[config.mk]
export PLATFORM = sky130hd
export DESIGN_NAME = icm_div
export DESIGN_NICKNAME = d
export VERILOG_FILES = /design/src/icm_pkg.sv /design/src/icm_div.sv
export SDC_FILE = /design/constraint.sdc
export NUM_CORES = 1
export LEC_CHECK = 0
export CORE_ASPECT_RATIO = 0.75
export CORE_MARGIN = 3
export CORE_UTILIZATION = 60
export CTS_CLUSTER_SIZE = 14
export DETAILED_ROUTE_END_ITERATION = 6
export DONT_BUFFER_PORTS = 1
export PLACE_DENSITY = 0.76
export SYNTH_ARGS = -nofsm -noshare
export SYNTH_HDL_FRONTEND = slang
export SYNTH_SLANG_ARGS = --single-unit
[constraint.sdc]
create_clock -name aclk -period 24.5 [get_ports aclk]
set_input_delay 4.9 -clock aclk [delete_from_list [all_inputs] [get_ports aclk]]
set_output_delay 4.9 -clock aclk [all_outputs]
set_load 0.1 [all_outputs]
[src/icm_pkg.sv]
// Shared constants and types for the iteration count color map.
`timescale 1ns / 1ps
`default_nettype none

package icm_pkg;

    // Q1.24 fraction: 24 fraction bits plus one integer bit for 1.0
    localparam int FRAC_BITS = 24;
    localparam int Q_W       = FRAC_BITS + 1;
    localparam logic [Q_W-1:0] ONE_Q = Q_W'(1) << FRAC_BITS;

    // field widths
    localparam int IN_W       = 16;
    localparam int CH_W       = 8;
    localparam int SCHEME_W   = 3;
    localparam int CFG_IDX_W  = 2;
    localparam int CFG_DATA_W = 16;

    localparam int COUNT_BITS_DEF = 16;

    // quotient bits resolved per divider stage
    localparam int DIV_STEPS = 5;

    // channel coefficients, pre-scaled by 2*255 (result shifted right by 25)
    localparam int K_W = 13;
    localparam logic [K_W-1:0] K2_9  = 13'd4590;
    localparam logic [K_W-1:0] K2_15 = 13'd7650;
    localparam logic [K_W-1:0] K2_85 = 13'd4335;
    localparam logic [K_W-1:0] K2_8  = 13'd4080;
    localparam logic [7:0]     GREY_K = 8'd255;
    localparam logic [K_W-1:0] CH_MAX = 13'd255;

    // register indexes on the configuration channel
    localparam logic [CFG_IDX_W-1:0] CFG_SCHEME = 2'd0;
    localparam logic [CFG_IDX_W-1:0] CFG_LIMIT  = 2'd1;

    localparam logic [IN_W-1:0] LIMIT_RST = 16'd256;

    localparam logic [SCHEME_W-1:0] SCHEME_COUNT = 3'd6;

    typedef enum logic [SCHEME_W-1:0] {
        SCH_BITS      = 3'd0,
        SCH_POLY      = 3'd1,
        SCH_POLY_SWAP = 3'd2,
        SCH_POLY_ALT  = 3'd3,
        SCH_GREY      = 3'd4,
        SCH_GREY_INV  = 3'd5
    } scheme_t;

endpackage

`default_nettype wire

[src/icm_div.sv]
// Pipelined restoring divider producing the Q1.24 fraction count / limit.
`timescale 1ns / 1ps
`default_nettype none

module icm_div #(
    parameter int CNT_W = icm_pkg::COUNT_BITS_DEF
) (
    input  wire                        aclk,
    input  wire                        aresetn,
    input  wire                        in_valid,
    output logic                       in_ready,
    input  wire  [CNT_W-1:0]           in_count,
    input  wire  [CNT_W-1:0]           lim,
    output logic                       out_valid,
    input  wire                        out_ready,
    output logic [icm_pkg::Q_W-1:0]    out_t
);

    localparam int Steps = icm_pkg::DIV_STEPS;
    localparam int QW    = icm_pkg::Q_W;
    localparam int Stg   = (QW + Steps - 1) / Steps;

    logic [Stg-1:0]   v_reg;
    logic [CNT_W-1:0] rem_reg [Stg];
    logic [QW-1:0]    q_reg   [Stg];
    logic [Stg:0]     ce;

    assign ce[Stg]   = out_ready;
    assign in_ready  = ce[0];
    assign out_valid = v_reg[Stg-1];
    assign out_t     = q_reg[Stg-1];

    for (genvar s = 0; s < Stg; s++) begin : g_stage
        logic             v_in;
        logic [CNT_W-1:0] rem_in;
        logic [QW-1:0]    q_in;
        logic [CNT_W-1:0] rem_next;
        logic [QW-1:0]    q_next;

        if (s == 0) begin : g_first
            // count saturates to the limit, so the quotient never exceeds 1.0
            assign v_in   = in_valid;
            assign rem_in = (in_count > lim) ? lim : in_count;
            assign q_in   = '0;
        end else begin : g_rest
            assign v_in   = v_reg[s-1];
            assign rem_in = rem_reg[s-1];
            assign q_in   = q_reg[s-1];
        end

        assign ce[s] = !v_reg[s] || ce[s+1];

        always_comb begin
            logic [CNT_W:0] cand;
            cand     = '0;
            rem_next = rem_in;
            q_next   = q_in;
            for (int k = 0; k < Steps; k++) begin
                if (s * Steps + k < QW) begin
                    // first step yields the integer bit, no shift
                    if (s * Steps + k == 0) begin
                        cand = {1'b0, rem_next};
                    end else begin
                        cand = {rem_next, 1'b0};
                    end
                    if (cand >= {1'b0, lim}) begin
                        cand   = cand - {1'b0, lim};
                        q_next = {q_next[QW-2:0], 1'b1};
                    end else begin
                        q_next = {q_next[QW-2:0], 1'b0};
                    end
                    rem_next = cand[CNT_W-1:0];
                end
            end
        end

        always_ff @(posedge aclk) begin
            if (!aresetn) begin
                v_reg[s] <= 1'b0;
            end else if (ce[s]) begin
                v_reg[s] <= v_in;
            end
        end

        always_ff @(posedge aclk) begin
            if (ce[s]) begin
                rem_reg[s] <= rem_next;
                q_reg[s]   <= q_next;
            end
        end
    end

endmodule

`default_nettype wire

==> results of run 1 <==
-- cell usage in the layout, fill, tap and decap left out, drive strengths merged, types with 58 or more instances in the layout --
master  instances
ha            397
a21oi         329
nor2          251
nand2         205
o21ai         202
mux2          180
xnor2         170
edfxtp        139
a21o          130
inv           128
xor2          114
nor3           77
o21a           64
nor2b          61
nand3          58
-- layer usage --
metal | GRT usage, % | up-vias | share of wire (%)
met5 | 0 | - | 0
met4 | 10.4 | 0 | 3.0
met3 | 5.43 | 170 | 9.1
met2 | 51.3 | 1069 | 43
met1 | 47.1 | 11800 | 45
li1 | - | 12000 | -
-- logic make-up after synthesis --
| kind of cell | after synthesis | share of synthesized area [%] |
|---|---|---|
| AO/OA/AOI/OAI | 1037 | 26.0 |
| AND/OR/NAND/NOR | 895 | 16.8 |
| adder cells (fa/ha/maj) | 403 | 19.4 |
| XOR/XNOR | 284 | 9.46 |
| multiplexers | 205 | 8.99 |
| buffers and inverters | 192 | 3.10 |
| flip-flops | 144 | 16.3 |
-- final timing paths --
| kind | to | slack, ns | depth (start not counted) |
|---|---|---|---|
| setup reg to reg | rem_reg[0][24]$_DFFE_PP_ | 8.82 | 59 |
| hold reg to reg | q_reg[0][81]$_DFFE_PP_ | 0.42 | 0 |
| hold / removal | q_reg[0][81]$_DFFE_PP_ | 0.42 | 0 |
| setup / recovery | rem_reg[0][15]$_DFFE_PP_ | 4.20 | 59 |
-- stage by stage --
stage,cell area (um^2),std cells,hold slack (ns),setup WS (ns)
finish,27600,3736,0.417,4.20
global route,27600,3736,0.424,3.08
CTS,27600,3736,0.413,4.49
detailed placement,27000,3705,0.405,4.10
global placement,27000,3705,0.400,4.65
floorplan,26300,3160,0.400,5.88
-- cell type report --
type | count | area (um^2)
Multi-Input combinational cell | 2824 | 21200
Fill cell | 3662 | 15000
Sequential cell | 144 | 4270
Tap cell | 569 | 712
Inverter | 127 | 479
Clock buffer | 18 | 429
Timing Repair Buffer | 41 | 308
Clock inverter | 13 | 210
==> out/metrics.csv, run 1 <==
metric,value,unit
timing.critical_path.buf_inv,6,
count_of_input_and_output_buffers,0,
detail_route.wl_per_cell,21.0,um
synthTopCellsByArea,"sky130_fd_sc_hd__ha_1 19%, sky130_fd_sc_hd__edfxtp_1 16%, sky130_fd_sc_hd__mux2_2 6.4%, sky130_fd_sc_hd__a21oi_1 6.2%, sky130_fd_sc_hd__xnor2_1 5.7%",
synth-edff-count,139,
maxClockFrequency,0.0493,GHz
fin_setup_tns,0,ns
first_global_vias,23300,
drtAntennaViolNets,0,
place.detailed.hpwl,59500,um
maximum_fanout_along_the_worst_path,26,
grt_setup_unrepaired,false,
fp.dieArea,46400,um^2
gpl.final_weighted_congestion,0.952,
max_transition_viols_final,0,
synth-seq-cells,144,
rows,65,
yosys-top-cells-count,"397 x sky130_fd_sc_hd__ha_1, 326 x sky130_fd_sc_hd__a21oi_1, 250 x sky130_fd_sc_hd__nor2_1, 204 x sky130_fd_sc_hd__nand2_1, 192 x sky130_fd_sc_hd__o21ai_0",
number_of_cells_produced_by_synthesis,3160,
numClockSinks,144,
boundaryPins,63,
worstHoldPathType,register to register,
mappedNetlistNets,3599,
maxCapViolations,0,
startpoint_of_the_tightest_hold_check_path,q_reg[0][51]$_DFFE_PP_,
setup.worst_path.start,lim[10],
slew_headroom,18.7,%
area_delta_synth_final,5.16,%
largest_reg_flops,75,
synth_area_per_cell,8.32,um^2
cts_resized,0,
cpMostUsedCell,sky130_fd_sc_hd__a21oi_1,
number_of_antenna_violations_at_the_first_check_in_global_routing,0,
cts.repair_timing.setup_buffer_count,0,
drt-initial-drc-count,2288,
grt_max_degree,66,
endpoint_kind,register,
fp.dieW,248,um
cts_buffer_depth,2,
tritoncts_buffer_count,17,
hold_viol,0,
synthDominantAreaCellType,sky130_fd_sc_hd__ha_1,
cts_h_tree_depth,4,
layout_worst_path_cycle_share,82.8,%
n_antenna_cell,0,
yosysSeqAreaShare,16.3,%
reg2reg_from,rem_reg[0][13]$_DFFE_PP_,
nNetsFinal,3594,
final-setup-viol-count,0,
result_of_the_run,"complete, no violations",
drt-total-wl,78600,um
worst_setup_hold_path_clk_slew,0.06,ns
via_count,25000,
placeableCoreArea,42600,um^2
critical_path.top_delay_family,compound AO/OA/AOI/OAI gates,
fin_worst_skew,0.0120,ns
ctsHoldBuffers,0,
clock_tree_from_tritoncts,built,
clock_latency,0.47,ns
groute.usage.overall,33.2,%
firstDrtPassIters,6,
route.detailed.vias_per_inst,6.68,
drc_errors,0,
chipHeight,187,um
cp_data_arrival_time,20.51,ns
global_route_wire_length_before_repair,124000,um
final_period_minus_worst_setup_slack,20.30,ns
crit_required,24.72,ns
crit_path_launch_type,input pin,
grt_overflow_total,0,
drive_above_1_share,10.0,%
mappedNetlistArea,26300,um^2
initial_core_util,61.7,%
synthDominantCellAreaShare,18.9,%
cpMaxStageDelayCell,sky130_fd_sc_hd__a211oi_2,
critPathKind,input pin to register,
clk_root_buffer_cell,sky130_fd_sc_hd__clkbuf_16,
postSynth.topFlopCell,sky130_fd_sc_hd__edfxtp_1,
finish.utilization,64.9,%
yosys_warnings,0,
synth_async_sr_flop_share,0,%
synth.most_common_cell,sky130_fd_sc_hd__ha_1,
yosysUniqueCellTypes,103,
max_slew.worst_pin.slew,1.22,ns
max_stage_delay,0.64,ns
Power of run 1 is not shown: default switching activity piles up to over one toggle a cycle in this logic, so the estimate is an artifact.
==> run 2: changes to the inputs <==
Settings changed: ABC_AREA set to 1, PLACE_DENSITY 0.76 to 0.79.
Clock period 24.5 ns to 18.56 ns, I/O delays scaled along.
==> run 2 against run 1 <==
  * The run now ends with DRC left
  * Global-route usage up 0.53 points
  * Critical path depth up 6
  * Design area up 0.58%
  * Cell count up 20%
  * Routed wire length up 3.9%
  * Critical path type unchanged
==> out/metrics.csv, run 2 <==
metric,value,unit
result_of_the_run,finished with violations,
failing_checks,DRC,
cts.repair_timing.setup_buffer_count,0,
detail_route.wl_per_cell,18.2,um
synthDominantAreaCellType,sky130_fd_sc_hd__ha_1,
place.detailed.hpwl,63200,um
cts_buffer_depth,2,
clock_tree_from_tritoncts,built,
fin_worst_skew,0.0144,ns
count_of_input_and_output_buffers,0,
mappedNetlistArea,26800,um^2
placeableCoreArea,43800,um^2
first_global_vias,24000,
worst_setup_hold_path_clk_slew,0.07,ns
drt-initial-drc-count,2723,
r2r_slack,6.39,ns
postSynth.topFlopCell,sky130_fd_sc_hd__edfxtp_1,
fp.dieW,250,um
grt_max_degree,48,
hold_ws,0.416,ns
hold_viol,0,
yosysUniqueCellTypes,72,
drtAntennaViolNets,0,
area_delta_synth_final,3.60,%
synthTopCellsByArea,"sky130_fd_sc_hd__ha_1 19%, sky130_fd_sc_hd__edfxtp_1 16%, sky130_fd_sc_hd__nand2_1 16%, sky130_fd_sc_hd__a21oi_1 6.5%, sky130_fd_sc_hd__xor2_1 5.6%",
yosysSeqAreaShare,15.9,%
cpMostUsedCell,sky130_fd_sc_hd__nand2_1,
mappedNetlistNets,4367,
drt-total-wl,81700,um
clock_latency,0.46,ns
whs_path_depth,0,
numClockSinks,144,
synth_area_per_cell,6.83,um^2
fin_setup_tns,0,ns
multiInputGateArea,20600,um^2
cts_h_tree_depth,4,
synth-edff-count,139,
synth.most_common_cell,sky130_fd_sc_hd__nand2_1,
groute.usage.overall,33.7,%
tritoncts_buffer_count,17,
max_transition_viols_final,0,
most_common_cell_after_layout_fill_and_taps_aside,sky130_fd_sc_hd__nand2_1,
number_of_cells_produced_by_synthesis,3928,
grt_overflow_total,0,
final-instance-count-excl-fill,4485,
fp.dieArea,47300,um^2
placed_cells_incl_taps,4454,
grt_setup_unrepaired,false,
num-fill-cells,4043,
firstDrtPassIters,7,
crit_required,18.88,ns
max_stage_delay,0.58,ns
maxClockFrequency,0.0581,GHz
mostFrequentLayoutCells,"1109 x sky130_fd_sc_hd__nand2_1, 397 x sky130_fd_sc_hd__ha_1, 349 x sky130_fd_sc_hd__a21oi_1, 332 x sky130_fd_sc_hd__inv_1, 262 x sky130_fd_sc_hd__nand3_1",
maxCapViolations,0,
crit_path_launch_type,input pin,
ctsHoldBuffers,0,
rows,66,
drive_above_1_share,5.94,%
max_slew.worst_pin.slew,1.17,ns
slew_headroom,21.9,%
critical_path.reg2reg.endpoint,rem_reg[0][30]$_DFFE_PP_,
via_count,26900,
drc_errors,1,
endpoint_kind,register,
layout_worst_path_cycle_share,92.7,%
synthDominantCellAreaShare,18.5,%
startpoint_of_the_tightest_hold_check_path,q_reg[0][28]$_DFFE_PP_,
clk_root_buffer_cell,sky130_fd_sc_hd__clkbuf_16,
initial_core_util,61.3,%
boundaryPins,63,
chipHeight,189,um
ff2ff_path_depth,61,
number_of_antenna_violations_at_the_first_check_in_global_routing,2,
maximum_fanout_along_the_worst_path,31,
final_period_minus_worst_setup_slack,17.20,ns
cts_resized,0,
yosys-top-cells-count,"1111 x sky130_fd_sc_hd__nand2_1, 397 x sky130_fd_sc_hd__ha_1, 349 x sky130_fd_sc_hd__a21oi_1, 338 x sky130_fd_sc_hd__inv_1, 262 x sky130_fd_sc_hd__nand3_1",
route.detailed.vias_per_inst,6.00,
critPathKind,input pin to register,
n_antenna_cell,0,
synth-seq-cells,144,
endpoint_worst_hold,q_reg[0][58]$_DFFE_PP_,
largest_reg_flops,75,
cp_data_arrival_time,17.52,ns
final-setup-viol-count,0,
global_route_wire_length_before_repair,129000,um
synth_async_sr_flop_share,0,%
worstHoldPathType,register to register,
yosys_warnings,0,
reg2reg_from,rem_reg[0][10]$_DFFE_PP_,
cpMaxStageDelayCell,sky130_fd_sc_hd__inv_1,
nNetsFinal,4334,
register_area,4270,um^2
gpl.final_weighted_congestion,0.996,
finish.utilization,63.5,%
[run 2: critical path, delay by kind of cell]
family / cells / cell delay (ns)
simple gates: 28 / 5.28
fa+ha+maj: 7 / 2.65
compound gates: 24 / 4.42
buf+inv: 6 / 1.37
[run 2: worst max-delay path by stage]
stage,cells past startpoint,slack (ns),from,endpoint
final,65,1.36,lim[12],rem_reg[0][11]$_DFFE_PP_
after global routing,66,0.25,lim[15],rem_reg[0][5]$_DFFE_PP_
after CTS,65,1.47,lim[15],rem_reg[0][11]$_DFFE_PP_
after detailed placement,65,1.04,lim[15],rem_reg[0][11]$_DFFE_PP_
after global placement,65,1.43,lim[15],rem_reg[0][13]$_DFFE_PP_
after floorplan,79,3.98,lim[1],rem_reg[0][6]$_DFFE_PP_
[run 2: layout make-up]
| class | count | area share (%) |
|---|---|---|
| Multi-Input combinational cell | 3343 | 74.2 |
| Sequential cell | 144 | 15.4 |
| Inverter | 358 | 4.87 |
| Tap cell | 578 | 2.60 |
| Clock buffer | 19 | 1.56 |
| Timing Repair Buffer | 31 | 0.837 |
| Clock inverter | 12 | 0.581 |
[run 2: stage by stage]
step | setup slack, ns | instance area (um^2)
final | 1.36 | 27800
after CTS | 1.47 | 27800
after floorplan | 3.98 | 26800
after detailed placement | 1.04 | 27200
after global placement | 1.43 | 27200
after global routing | 0.247 | 27800
[run 2: routing by layer]
layer / global-route usage, % / vias up / wire (um)
met5: 0 / - / 9
met4: 8.65 / 2 / 2080
met3: 7.85 / 143 / 9170
met2: 48.9 / 1212 / 32400
met1: 49.9 / 12100 / 38100
li1: - / 13400 / -
[run 2: logic make-up (layout without fill, tap and decap cells)]
group	Yosys count	after routing	share of synthesized area, %
xor gates and xnor gates	326	326	10.7
and+or+nand+nor	1763	1763	28.8
buffers and inverters	441	420	7.24
adders and majority gates	403	403	19.0
muxes	1	1	0.0373
AOI/OAI and AO/OA	850	850	18.3
DFF	144	144	15.9
Power of run 2 is left out for the same reason.
